File: src/assert_macros.svh
// assert_macros.svh: concurrent assertion helpers for the timer event queue.
// No dependencies; included by files that carry assertions.
`ifndef ASSERT_MACROS_SVH
`define ASSERT_MACROS_SVH

// Property checked on every rising clk edge, off while in reset.
`define ASSERT_CLK(label, prop, msg) \
    label: assert property (@(posedge clk) disable iff (!rst_n) (prop)) else $error(msg);

// Implication checked on every rising clk edge, off while in reset.
`define ASSERT_IMPL(label, pre, post, msg) \
    label: assert property (@(posedge clk) disable iff (!rst_n) (pre) |-> (post)) \
        else $error(msg);

`endif

File: src/teq_pkg.sv
// teq_pkg.sv: types and constants of the timer event queue.
// No dependencies; used by every module of the block.
package teq_pkg;

    localparam int CAPACITY  = 64;
    localparam int ID_BITS   = 32;
    localparam int TIME_BITS = 48;
    localparam int IDX_W     = $clog2(CAPACITY);
    localparam int CNT_W     = 7;

    localparam logic [1:0] ACT_SCHEDULE = 2'd0;
    localparam logic [1:0] ACT_CANCEL   = 2'd1;
    localparam logic [1:0] ACT_ADVANCE  = 2'd2;
    localparam logic [1:0] ACT_NOP      = 2'd3;

    typedef struct packed {
        logic [1:0]           action;
        logic [ID_BITS-1:0]   ev_id;
        logic [TIME_BITS-1:0] event_time;
    } cmd_t;

    typedef struct packed {
        logic                 fired_valid;
        logic [ID_BITS-1:0]   fired_id;
        logic [TIME_BITS-1:0] fired_time;
        logic                 last;
        logic                 found;
        logic                 status;
        logic [CNT_W-1:0]     pending_count;
        logic [TIME_BITS-1:0] next_time;
        logic                 queue_empty;
        logic [CNT_W-1:0]     fired_count;
    } res_t;

    typedef enum logic [1:0] {
        SCAN_MATCH,
        SCAN_SUM_ALL,
        SCAN_SUM_DUE,
        SCAN_PICK
    } scan_mode_t;

    typedef enum logic [2:0] {
        ST_IDLE,
        ST_MATCH,
        ST_WRITE,
        ST_SUM,
        ST_CHECK,
        ST_PICK,
        ST_FIRE,
        ST_PLAIN
    } state_t;

    typedef struct packed {
        logic       load_op;
        logic       clr_scan;
        logic       step;
        scan_mode_t mode;
        logic       write_entry;
        logic       load_plain;
        logic       load_fire;
    } ctrl_cmd_t;

    typedef struct packed {
        logic       scan_last;
        logic [1:0] action;
        logic       due_zero;
        logic       last_fire;
        logic       res_free;
    } ctrl_stat_t;

endpackage

File: src/teq_ctrl.sv
// teq_ctrl.sv: sequencing state machine of the timer event queue.
// Depends on teq_pkg.
module teq_ctrl (
    input  logic                clk,
    input  logic                rst_n,
    input  logic                cmd_valid,
    output logic                cmd_ready,
    input  teq_pkg::ctrl_stat_t stat,
    output teq_pkg::ctrl_cmd_t  ctl
);

    teq_pkg::state_t state_reg, state_next;

    // State register
    always_ff @(posedge clk or negedge rst_n)
    begin
        if (!rst_n)
            state_reg <= teq_pkg::ST_IDLE;
        else
            state_reg <= state_next;
    end

    // Next state
    always_comb
    begin
        state_next = state_reg;
        unique case (state_reg)
            teq_pkg::ST_IDLE:
            begin
                if (cmd_valid)
                    state_next = teq_pkg::ST_MATCH;
            end
            teq_pkg::ST_MATCH:
            begin
                // advance and unused code skip the id match
                if (stat.action == teq_pkg::ACT_ADVANCE || stat.action == teq_pkg::ACT_NOP)
                    state_next = teq_pkg::ST_SUM;
                else if (stat.scan_last)
                    state_next = teq_pkg::ST_WRITE;
            end
            teq_pkg::ST_WRITE: state_next = teq_pkg::ST_SUM;
            teq_pkg::ST_SUM:
            begin
                if (stat.scan_last)
                    state_next = (stat.action == teq_pkg::ACT_ADVANCE) ?
                                 teq_pkg::ST_CHECK : teq_pkg::ST_PLAIN;
            end
            teq_pkg::ST_CHECK:
                state_next = stat.due_zero ? teq_pkg::ST_PLAIN : teq_pkg::ST_PICK;
            teq_pkg::ST_PICK:
            begin
                if (stat.scan_last)
                    state_next = teq_pkg::ST_FIRE;
            end
            teq_pkg::ST_FIRE:
            begin
                if (stat.res_free)
                    state_next = stat.last_fire ? teq_pkg::ST_IDLE : teq_pkg::ST_PICK;
            end
            teq_pkg::ST_PLAIN:
            begin
                if (stat.res_free)
                    state_next = teq_pkg::ST_IDLE;
            end
            default: state_next = teq_pkg::ST_IDLE;
        endcase
    end

    // Outputs
    always_comb
    begin
        cmd_ready = 1'b0;
        ctl       = '0;
        ctl.mode  = teq_pkg::SCAN_MATCH;
        unique case (state_reg)
            teq_pkg::ST_IDLE:
            begin
                cmd_ready    = 1'b1;
                ctl.load_op  = cmd_valid;
                ctl.clr_scan = 1'b1;
            end
            teq_pkg::ST_MATCH:
            begin
                if (stat.action == teq_pkg::ACT_ADVANCE || stat.action == teq_pkg::ACT_NOP)
                    ctl.clr_scan = 1'b1;
                else
                    ctl.step = 1'b1;
            end
            teq_pkg::ST_WRITE:
            begin
                ctl.write_entry = 1'b1;
                ctl.clr_scan    = 1'b1;
            end
            teq_pkg::ST_SUM:
            begin
                ctl.step = 1'b1;
                ctl.mode = (stat.action == teq_pkg::ACT_ADVANCE) ?
                           teq_pkg::SCAN_SUM_DUE : teq_pkg::SCAN_SUM_ALL;
            end
            teq_pkg::ST_CHECK: ctl.clr_scan = 1'b1;
            teq_pkg::ST_PICK:
            begin
                ctl.step = 1'b1;
                ctl.mode = teq_pkg::SCAN_PICK;
            end
            teq_pkg::ST_FIRE:
            begin
                ctl.load_fire = stat.res_free;
                ctl.clr_scan  = stat.res_free;
            end
            teq_pkg::ST_PLAIN: ctl.load_plain = stat.res_free;
            default: ;
        endcase
    end

endmodule

File: config.mk
export PLATFORM = sky130hd
export DESIGN_NAME = teq_ctrl
export DESIGN_NICKNAME = d
export VERILOG_FILES = /design/src/assert_macros.svh /design/src/teq_pkg.sv /design/src/teq_ctrl.sv
export SDC_FILE = /design/constraint.sdc
export NUM_CORES = 1
export LEC_CHECK = 0
export BUFFER_PORTS_ARGS = -buffer_cell sky130_fd_sc_hd__buf_4
export CAP_MARGIN = 25
export CORE_AREA = 2 2 39 41
export DETAILED_ROUTE_END_ITERATION = 7
export DIE_AREA = 0 0 41 43
export PLACE_DENSITY = 0.58
export REMOVE_ABC_BUFFERS = 1
export SLEW_MARGIN = 20
export SYNTH_ARGS = -nofsm -noshare
export SYNTH_HDL_FRONTEND = slang
export SYNTH_SLANG_ARGS = --single-unit
File: constraint.sdc
create_clock -name clk -period 3.2 [get_ports clk]
set_input_delay 0.48 -clock clk [delete_from_list [all_inputs] [get_ports clk]]
set_output_delay 0.48 -clock clk [all_outputs]
set_load 0.005 [all_outputs]
Word level (Yosys, flattened, before mapping)
Index checks and enable logic that the tools add are counted.
- register bits: 3
- eq/ne operators: 15
- multiplexer cells: 22
- reduce and logical (&&, ||, !) cells: 5
- operators by type and width (cell ; number):
    $mux 3 ; 8
    $pmux 3 s8 ; 1
    $eq 3x3->1 const B ; 4
    $ne 2x2->1 const B ; 5
    $mux 1 ; 7
    $eq 3x2->1 const B ; 2
    $mux 2 ; 3
    $reduce_and 6->1 ; 1
    $eq 2x2->1 const B ; 2
    $pmux 2 s2 ; 1
    $eq 3x1->1 const B ; 1
    $logic_not 3->1 ; 1
    $ne 3x3->1 const B ; 1
    $pmux 1 s3 ; 1
    $reduce_or 3->1 ; 1
    $pmux 1 s2 ; 1
    $reduce_or 2->1 ; 1
    $logic_or 1x1->1 ; 1

Logic depth before layout (Yosys ltp)
Gate-level depths: netlist of the first run.
- depth after elaboration: 4
- gate-level depth with buffers: 5
- mapped depth without buffers: 4

Worst setup path before layout of the first run
No wires, ideal clock.
- kind: register to output
- from: register state_reg[1]
- to: output ctl[7] (netlist bit)
- arrival time: 1.054 ns
- required time: 2.720 ns
- setup slack: 1.666 ns
- stages on the path, launching flop included: 4
- buffers on the path: 1
- cell sequence: dfrtp_1 -> clkbuf_1 -> nor3_1 -> and2_1
- RTL lines (element ; line ; RTL):
    start: declaration ; teq_ctrl.sv:12 ; teq_pkg::state_t state_reg, state_next;
    start signal: assignment ; teq_ctrl.sv:18 ; state_reg <= teq_pkg::ST_IDLE;
    start signal: assignment ; teq_ctrl.sv:20 ; state_reg <= state_next;
    end: declaration ; teq_ctrl.sv:9 ; output teq_pkg::ctrl_cmd_t ctl

==> results.toml, run 1 <==
[critical_path]
cp.arrival_ns = 1.40
endpoint_kind = "output port"
crit_slowest_cell = "dfrtp_1"
worstPathMaxFanout = 12
crit_required_ns = 2.72
worstSetupPathDepth = 4
critPathTopFamily = "flip-flops"
path_class = "reg -> out"
path_cells = "nand2b_1 > o21a_1 > nor2_1 > buf_4"
worstSetupStartpointType = "flop"
rr_worst_depth = 4
critPathBufInv = 1
slowest_delay_ns = 0.50

[synth]
ys_warn_count = 0
synth_cell_types = 25
syn_area_um2 = 325
syn_area_per_cell_um2 = 7.75
ys_ff_latch = 3
synthCells = 42
ys_seq_area_frac = 0.231

[sta]
slew_headroom = 0.715
finalSetupTns_ns = 0
slew_violations = 0
fin_crit_ns = 1.88
grt_setup_unrepaired = "false"
max_freq_ghz = 0.532
finalHoldViolCount = 0
fin_crit_sh = 0.588
worstMarginPinSlew_ns = 0.427
setup_viol = 0
skew_ns = 0.00430

[clock_tree]
cts_resized = 0
cts_tree = "yes"
cts.sinks = 3
clockBufferDepth = 2
cts_setup_buffers = 0
worst_skew_pair.late_latency_ns = 0.24
root_buffer = "clkbuf_4"
cts_buffers = 3
htree_levels = 1
clk_pin_slew_ns = 0.04
holdBufCountCts = 0

[place]
portBuffers = 17
place_area_um2 = 460
gp_congestion = 0.692

[die]
die-area_um2 = 1760
initial_utilization = 0.235
die_height_um = 43
fp.dieW_um = 41
core_area_um2 = 1380
pin_count = 18
rows = 14

[pwr]
seq_power_share = 0.267
leakage_uw = 0.000234
intPower_uw = 270
power_frac_comb = 0.583
vdd_ir_drop_max_v = 0.000290
power_switching_uw = 186
clkPwrFrac = 0.150
power.density_nw_per_um2 = 936
switching_share = 0.408

[cells_and_area]
antenna_cells = 0
area.growth.synth_to_final_pct = 49.6
final_net_count = 70
drive_gt1_frac = 0.417
n_fill_cell = 155
largest_reg_flops = 3
stdcell_area_um2 = 487

[grt]
grt_usage = 0.111
grt_max_degree = 15
grt_overflow = 0
grt_pass1_vias = 269
grt_pass1_wl_mm = 1.22
antenna_found_initial = 0

[routing]
totalWireLength_um = 802
drtIter0Drc = 2
routedWlPerCell_um = 10.6
detail-route-antenna-nets = 0
drtPass1Iterations = 4
drc = 0
num_vias = 348
via_per_inst = 4.58

[outcome]
outcome = "completed"

[min_path]
hold_class = "in -> async"

[run]
drv_cap = 0
-- cell type report --
class / instances / area [um^2] / area share
inverter: 3 / 11.3 / 0.0231
timing repair buffer: 17 / 128 / 0.262
multi-input combinational: 33 / 226 / 0.465
tap: 16 / 20.0 / 0.0411
sequential: 3 / 75.1 / 0.154
clock buffer: 4 / 26.3 / 0.0540
-- path summary, 6_finish.rpt --
kind	from	to	slack, ns
worst max register to register	state_reg[1]	state_reg[1]	1.48
worst max-delay path	state_reg[2]	ctl[3]	1.32
min in group clk	stat[5]	state_reg[2]	0.59
worst min-delay path	rst_n	state_reg[0]	0.02
max in group asynchronous	rst_n	state_reg[2]	3.08
worst min register to register	state_reg[2]	state_reg[2]	0.75
-- cell families (layout without fill, tap and decap cells) --
| kind of cell | after synthesis | in the layout | share of synthesized area |
|---|---|---|---|
| DFF | 3 | 3 | 0.231 |
| buffers and inverters | 6 | 24 | 0.0731 |
| muxes | 2 | 2 | 0.0692 |
| and+or+nand+nor | 20 | 20 | 0.331 |
| AOI/OAI and AO/OA | 11 | 11 | 0.296 |
-- power groups by stage --
stage          Clock (uW)  Sequential [uW]  Combinational [uW]
5_1_grt              69.4              129                 295
3_3_place_gp            0              120                 266
3_5_place_dp            0              122                 267
4_1_cts              69.2              121                 269
2_1_floorplan           0              105                 170
6_report             68.4              121                 265
-- through the flow --
stage | total power (uW) | setup slack (ns) | instances | hold slack [ns] | utilization
floorplan | 275 | 1.57 | 39 | 0.184 | -
global route | 493 | 1.22 | 76 | 0.0217 | 0.352
CTS | 458 | 1.31 | 76 | 0.0198 | 0.352
global placement | 386 | 1.51 | 72 | 0.271 | 0.333
detailed placement | 389 | 1.49 | 72 | 0.271 | 0.333
finish | 455 | 1.32 | 76 | 0.0202 | 0.352
-- routing by layer --
layer	wire length (um)	vias to the layer above	track usage	share of wire
met5	0	-	0	0
met3	78	2	0.0314	0.097
met4	15	0	0.120	0.019
li1	-	184	-	-
met1	367	146	0.149	0.46
met2	340	16	0.125	0.42
-- cell usage in the layout, fill, tap and decap left out --
cell | synthesis | layout
o211a_4 | 1 | 1
mux2_2 | 2 | 2
and3_1 | 1 | 1
a21o_1 | 1 | 1
nand2b_4 | 1 | 1
o211ai_1 | 1 | 1
inv_1 | 3 | 3
clkbuf_1 | 2 | 1
o31ai_1 | 1 | 1
nor4_1 | 1 | 1
a221oi_2 | 1 | 1
a211oi_1 | 1 | 1
nor2b_1 | 2 | 2
o21ai_0 | 2 | 2
and2_1 | 2 | 2
nand2_1 | 4 | 4
dfrtp_1 | 3 | 3
a221oi_1 | 1 | 1
nor2_1 | 5 | 5
buf_4 | 0 | 17
o21bai_1 | 1 | 1
clkbuf_4 | 0 | 3
nand2b_1 | 2 | 2
nor3_1 | 1 | 1
o21a_1 | 1 | 1
nand3_1 | 1 | 1
-- worst register-to-register path: cells and delay by family (launching register included) --
family           cells  cell delay, ns
flip-flops           1            0.50
AND/OR/NAND/NOR      1            0.20
multiplexers         1            0.37
AO/OA/AOI/OAI        2            0.54
-- cells in the mapped netlist --
| master | instances | area [um^2] |
|---|---|---|
| a21o_1 | 1 | 7.51 |
| o21ai_0 | 2 | 10.0 |
| o211a_4 | 1 | 17.5 |
| inv_1 | 3 | 11.3 |
| and3_1 | 1 | 6.26 |
| nor4_1 | 1 | 6.26 |
| a211oi_1 | 1 | 7.51 |
| o211ai_1 | 1 | 7.51 |
| buf_2 | 1 | 5.00 |
| o31ai_1 | 1 | 7.51 |
| o21bai_1 | 1 | 7.51 |
| nand2b_1 | 2 | 12.5 |
| a221oi_1 | 1 | 8.76 |
| nand2_1 | 4 | 15.0 |
| clkbuf_1 | 2 | 7.51 |
| nor3_1 | 1 | 5.00 |
| dfrtp_1 | 3 | 75.1 |
| o21a_1 | 1 | 7.51 |
| nor2b_1 | 2 | 12.5 |
| nand2b_4 | 1 | 13.8 |
| a221oi_2 | 1 | 15.0 |
| mux2_2 | 2 | 22.5 |
| and2_1 | 2 | 12.5 |
| nor2_1 | 5 | 18.8 |
| nand3_1 | 1 | 5.00 |
No activity file was read; power rests on OpenSTA's default activity.
==> run 2, diff against run 1 <==
ABC_AREA = 1   (was unset)
PLACE_DENSITY = 0.6   (was 0.58)
clock period = 1.85 ns   (was 3.2 ns; I/O delays follow)
==> results.toml, run 2 <==
[synth]
ys_seq_area_frac = 0.217
yosysMostFrequentCell = "nand2_1"
ys_warn_count = 0
syn_area_um2 = 347
synth_top_area_frac = 0.217
synthArstFlopShare = 1.00
synth_edf_count = 0
synthCells = 59
ys_ff_latch = 3
synth_ff_type = "dfrtp_1"
syn_area_per_cell_um2 = 5.87
synth_common_cells = "16 x nand2_1, 8 x nand3_1, 7 x inv_1"
synth_cell_types = 16
synth_top_cell_by_area = "dfrtp_1"
ys_top_cells_by_area = "dfrtp_1 22%, nand2_1 17%, nand3_1 12%, inv_1 7.6%, buf_6 6.5%"

[cells_and_area]
drive_gt1_frac = 0.354
largest_reg_flops = 3
area.growth.synth_to_final_pct = 46.6
stdcell_area_um2 = 508
antenna_cells = 0
final_cell_mix = "17 x buf_4, 16 x nand2_1, 8 x nand3_1"
stdcell_count = 95
final_net_count = 89
layout_commonest_cell = "buf_4"

[grt]
antenna_found_initial = 0
grt_overflow = 0
grt_pass1_vias = 327
grt_usage = 0.104
grt_pass1_wl_mm = 1.24
grt_max_degree = 9

[routing]
drc = 0
met2_length_um = 390
drt-met1-wl_um = 393
top_layer = "met3"
drtPass1Iterations = 3
drtIter0Drc = 12
wl_met3_um = 52
routedWlPerCell_um = 8.80
num_vias = 425
detail-route-antenna-nets = 0
via_per_inst = 4.47
totalWireLength_um = 836

[clock_tree]
htree_levels = 1
cts_buffers = 3
cts_setup_buffers = 0
holdBufCountCts = 1
clk_pin_slew_ns = 0.04
cts.sinks = 3
cts_resized = 0
root_buffer = "clkbuf_4"
cts_tree = "yes"
worst_skew_pair.late_latency_ns = 0.23
clockBufferDepth = 2

[critical_path]
reg2reg_slack_ns = 0.59
path_class = "reg -> out"
crit_required_ns = 1.57
endpoint_kind = "output port"
crit_slowest_cell = "dfrtp_1"
rr_worst_depth = 6
r2r-start = "state_reg[2]"
critPathBufInv = 2
path_cells = "inv_2 > nand3_2 > o31ai_1 > buf_4"
cp.arrival_ns = 1.33
rr_endpoint = "state_reg[0]"
slowest_delay_ns = 0.46
worstPathMaxFanout = 8
critPathTopFamily = "flip-flops"
worstSetupStartpointType = "flop"

[place]
post-place-ws_ns = 0.491
portBuffers = 17
gp_congestion = 0.741
dp_cells = 90
hpwlAfterDp_um = 693
place_area_um2 = 472

[die]
initial_utilization = 0.250
rows = 14
die_height_um = 43
fp.dieW_um = 41
core_area_um2 = 1380
pin_count = 18
die-area_um2 = 1760

[sta]
max_freq_ghz = 0.622
finalSetupTns_ns = 0
finalHoldViolCount = 0
fin_crit_sh = 0.869
slew_headroom = 0.823
grt_setup_unrepaired = "false"
finalWorstSetupSlack_ns = 0.243
fin_crit_ns = 1.61
worstMarginPinSlew_ns = 0.265
slew_violations = 0
skew_ns = 0.00238
setup_viol = 0

[outcome]
outcome = "completed"

[pwr]
fin_total_pwr_uw = 815
power.density_nw_per_um2 = 1600
leakage_uw = 0.000296
vdd_ir_drop_max_v = 0.000694

[run]
drv_cap = 0

[min_path]
hold_class = "in -> async"
## run 2: cells by family after synthesis
group,after synthesis,synth area share
DFF,3,0.217
buffers and inverters,12,0.173
and+or+nand+nor,38,0.516
AOI/OAI and AO/OA,6,0.0939
## run 2: per-layer routing
layer / GRT usage / up-vias
met5: 0 / -
met1: 0.136 / 183
met2: 0.153 / 12
met4: 0.0600 / 0
li1: - / 230
met3: 0.0157 / 0
## run 2: power breakdown
part | switching, uW | total (uW) | internal [uW]
Sequential | 72.9 | 174 | 101
Combinational | 291 | 530 | 239
Clock | 30.1 | 111 | 80.6
Total | 394 | 815 | 421
## run 2: worst max path at each step
stage                   to    startpoint  cells after the start  slack, ns
floorplan           ctl[4]  state_reg[2]                      3       0.67
global placement    ctl[4]  state_reg[2]                      4       0.53
detailed placement  ctl[4]  state_reg[2]                      4       0.49
CTS                 ctl[4]  state_reg[2]                      4       0.24
global route        ctl[4]  state_reg[2]                      4       0.10
finish              ctl[4]  state_reg[2]                      4       0.24
## run 2: cell type report
cell class	instances	area, um^2
clock buffers	4	26.3
well taps	16	20.0
fillers	156	876
multi-input cells	44	211
repair buffers	18	138
inverters	10	37.5
flip-flops and latches	3	75.1
## run 2: worst register-to-register path: stages (launching register included)
cell     delay [ns]
dfrtp_1        0.48
inv_2          0.12
nand3_2        0.12
nand3_2        0.11
a21oi_1        0.21
nand2_1        0.08
nand2_1        0.06
## run 2: per-stage QoR
stage           util  hold WS [ns]
6_report       0.367         0.377
3_3_place_gp   0.341        0.0684
3_5_place_dp   0.341        0.0673
5_1_grt        0.367         0.384
2_1_floorplan      -       -0.0181
4_1_cts        0.367         0.367
==> run 3, diff against run 2 <==
GPL_TIMING_DRIVEN = 0   (was unset)
TNS_END_PERCENT = 30   (was unset)
==> results.toml, run 3 (synthesis results as in run 2) <==
[sta]
finalHoldViolCount = 0
setup_viol = 0
max_freq_ghz = 0.606
finalWorstSetupSlack_ns = 0.200
fin_crit_ns = 1.65
grt_setup_unrepaired = "false"
fin_crit_sh = 0.892
slew_violations = 0
worstMarginPinSlew_ns = 0.278
slew_headroom = 0.814
finalSetupTns_ns = 0
skew_ns = 0.00255

[clock_tree]
clockBufferDepth = 2
cts_buffers = 3
worst_skew_pair.late_latency_ns = 0.23
cts_tree = "yes"
cts_setup_buffers = 0
root_buffer = "clkbuf_4"
cts.sinks = 3
clk_pin_slew_ns = 0.04
htree_levels = 1

[routing]
num_vias = 420
via_per_inst = 4.42
drtPass1Iterations = 2
drc = 0
totalWireLength_um = 805
detail-route-antenna-nets = 0
drtIter0Drc = 2
routedWlPerCell_um = 8.47

[die]
rows = 14
die_height_um = 43
die-area_um2 = 1760
pin_count = 18
initial_utilization = 0.250
core_area_um2 = 1380
fp.dieW_um = 41

[critical_path]
crit_slowest_cell = "dfrtp_1"
cp.arrival_ns = 1.37
slowest_delay_ns = 0.46
crit_required_ns = 1.57
worstSetupStartpointType = "flop"
endpoint_kind = "output port"
critPathBufInv = 2
path_cells = "inv_2 > nand3_2 > o31ai_1 > buf_4"
path_class = "reg -> out"
worstPathMaxFanout = 8
critPathTopFamily = "flip-flops"

[grt]
grt_pass1_vias = 319
antenna_found_initial = 0
grt_max_degree = 9
grt_overflow = 0
grt_pass1_wl_mm = 1.18
grt_usage = 0.101

[cells_and_area]
n_fill_cell = 166
antenna_cells = 0
multi_input_area_um2 = 211
drive_gt1_frac = 0.354
final_cell_mix = "17 x buf_4, 16 x nand2_1, 8 x nand3_1"
area.growth.synth_to_final_pct = 46.6
final_net_count = 89
ff_latch_area_um2 = 75.1
largest_reg_flops = 3
layout_commonest_cell = "buf_4"

[pwr]
power.density_nw_per_um2 = 1600
vdd_ir_drop_max_v = 0.000658
leakage_uw = 0.000296

[place]
post-place-ws_ns = 0.444
portBuffers = 17
hpwlAfterDp_um = 667
gp_congestion = 0.769

[min_path]
hold_class = "in -> async"

[run]
drv_cap = 0

[outcome]
outcome = "completed"
==> run 3: routing by layer <==
| layer | up-vias | share of wire | global-route usage |
|---|---|---|---|
| met5 | - | 0 | 0 |
| met3 | 2 | 0.070 | 0.0314 |
| met1 | 174 | 0.47 | 0.120 |
| met4 | 0 | 0.020 | 0.0600 |
| li1 | 229 | - | - |
| met2 | 15 | 0.44 | 0.150 |
==> run 3: worst paths after layout <==
kind | from | to | slack, ns | depth (start not counted)
setup reg to reg | state_reg[2] | state_reg[1] | 0.62 | 6
max in group asynchronous | rst_n | state_reg[2] | 1.39 | 2
hold reg to reg | state_reg[0] | state_reg[0] | 0.65 | 2
hold / removal | rst_n | state_reg[0] | 0.37 | 2
min in group clk | stat[2] | state_reg[1] | 0.40 | 5
setup / recovery | state_reg[2] | ctl[4] | 0.20 | 4
==> run 3: timing repair <==
action / in CTS / in global routing
hold buffers: 1 / 0
hold endpoints to repair: 3 / 0
resized for setup: 0 / 0
==> run 3: layout make-up <==
cell class / instances / area share
Tap cell: 16 / 0.0394
Multi-Input combinational cell: 44 / 0.416
Timing Repair Buffer: 18 / 0.271
Sequential cell: 3 / 0.148
Inverter: 10 / 0.0739
Clock buffer: 4 / 0.0517
==> run 3: through the flow <==
step | instances | hold WS (ns) | cell area (um^2) | util | total power (uW)
floorplan | 57 | -0.0181 | 324 | - | 496
global placement | 90 | 0.0669 | 472 | 0.341 | 700
detailed placement | 90 | 0.0663 | 472 | 0.341 | 708
CTS | 95 | 0.366 | 508 | 0.367 | 827
global route | 95 | 0.372 | 508 | 0.367 | 905
finish | 95 | 0.371 | 508 | 0.367 | 812
==> run 3: where the power goes <==
| group | total (uW) | switching, uW | leakage, uW | internal (uW) |
|---|---|---|---|---|
| clock network | 112 | 31.3 | 0.0000150 | 80.6 |
| logic | 525 | 286 | 0.000245 | 239 |
| registers | 174 | 72.7 | 0.0000366 | 101 |
| total | 812 | 390 | 0.000296 | 421 |
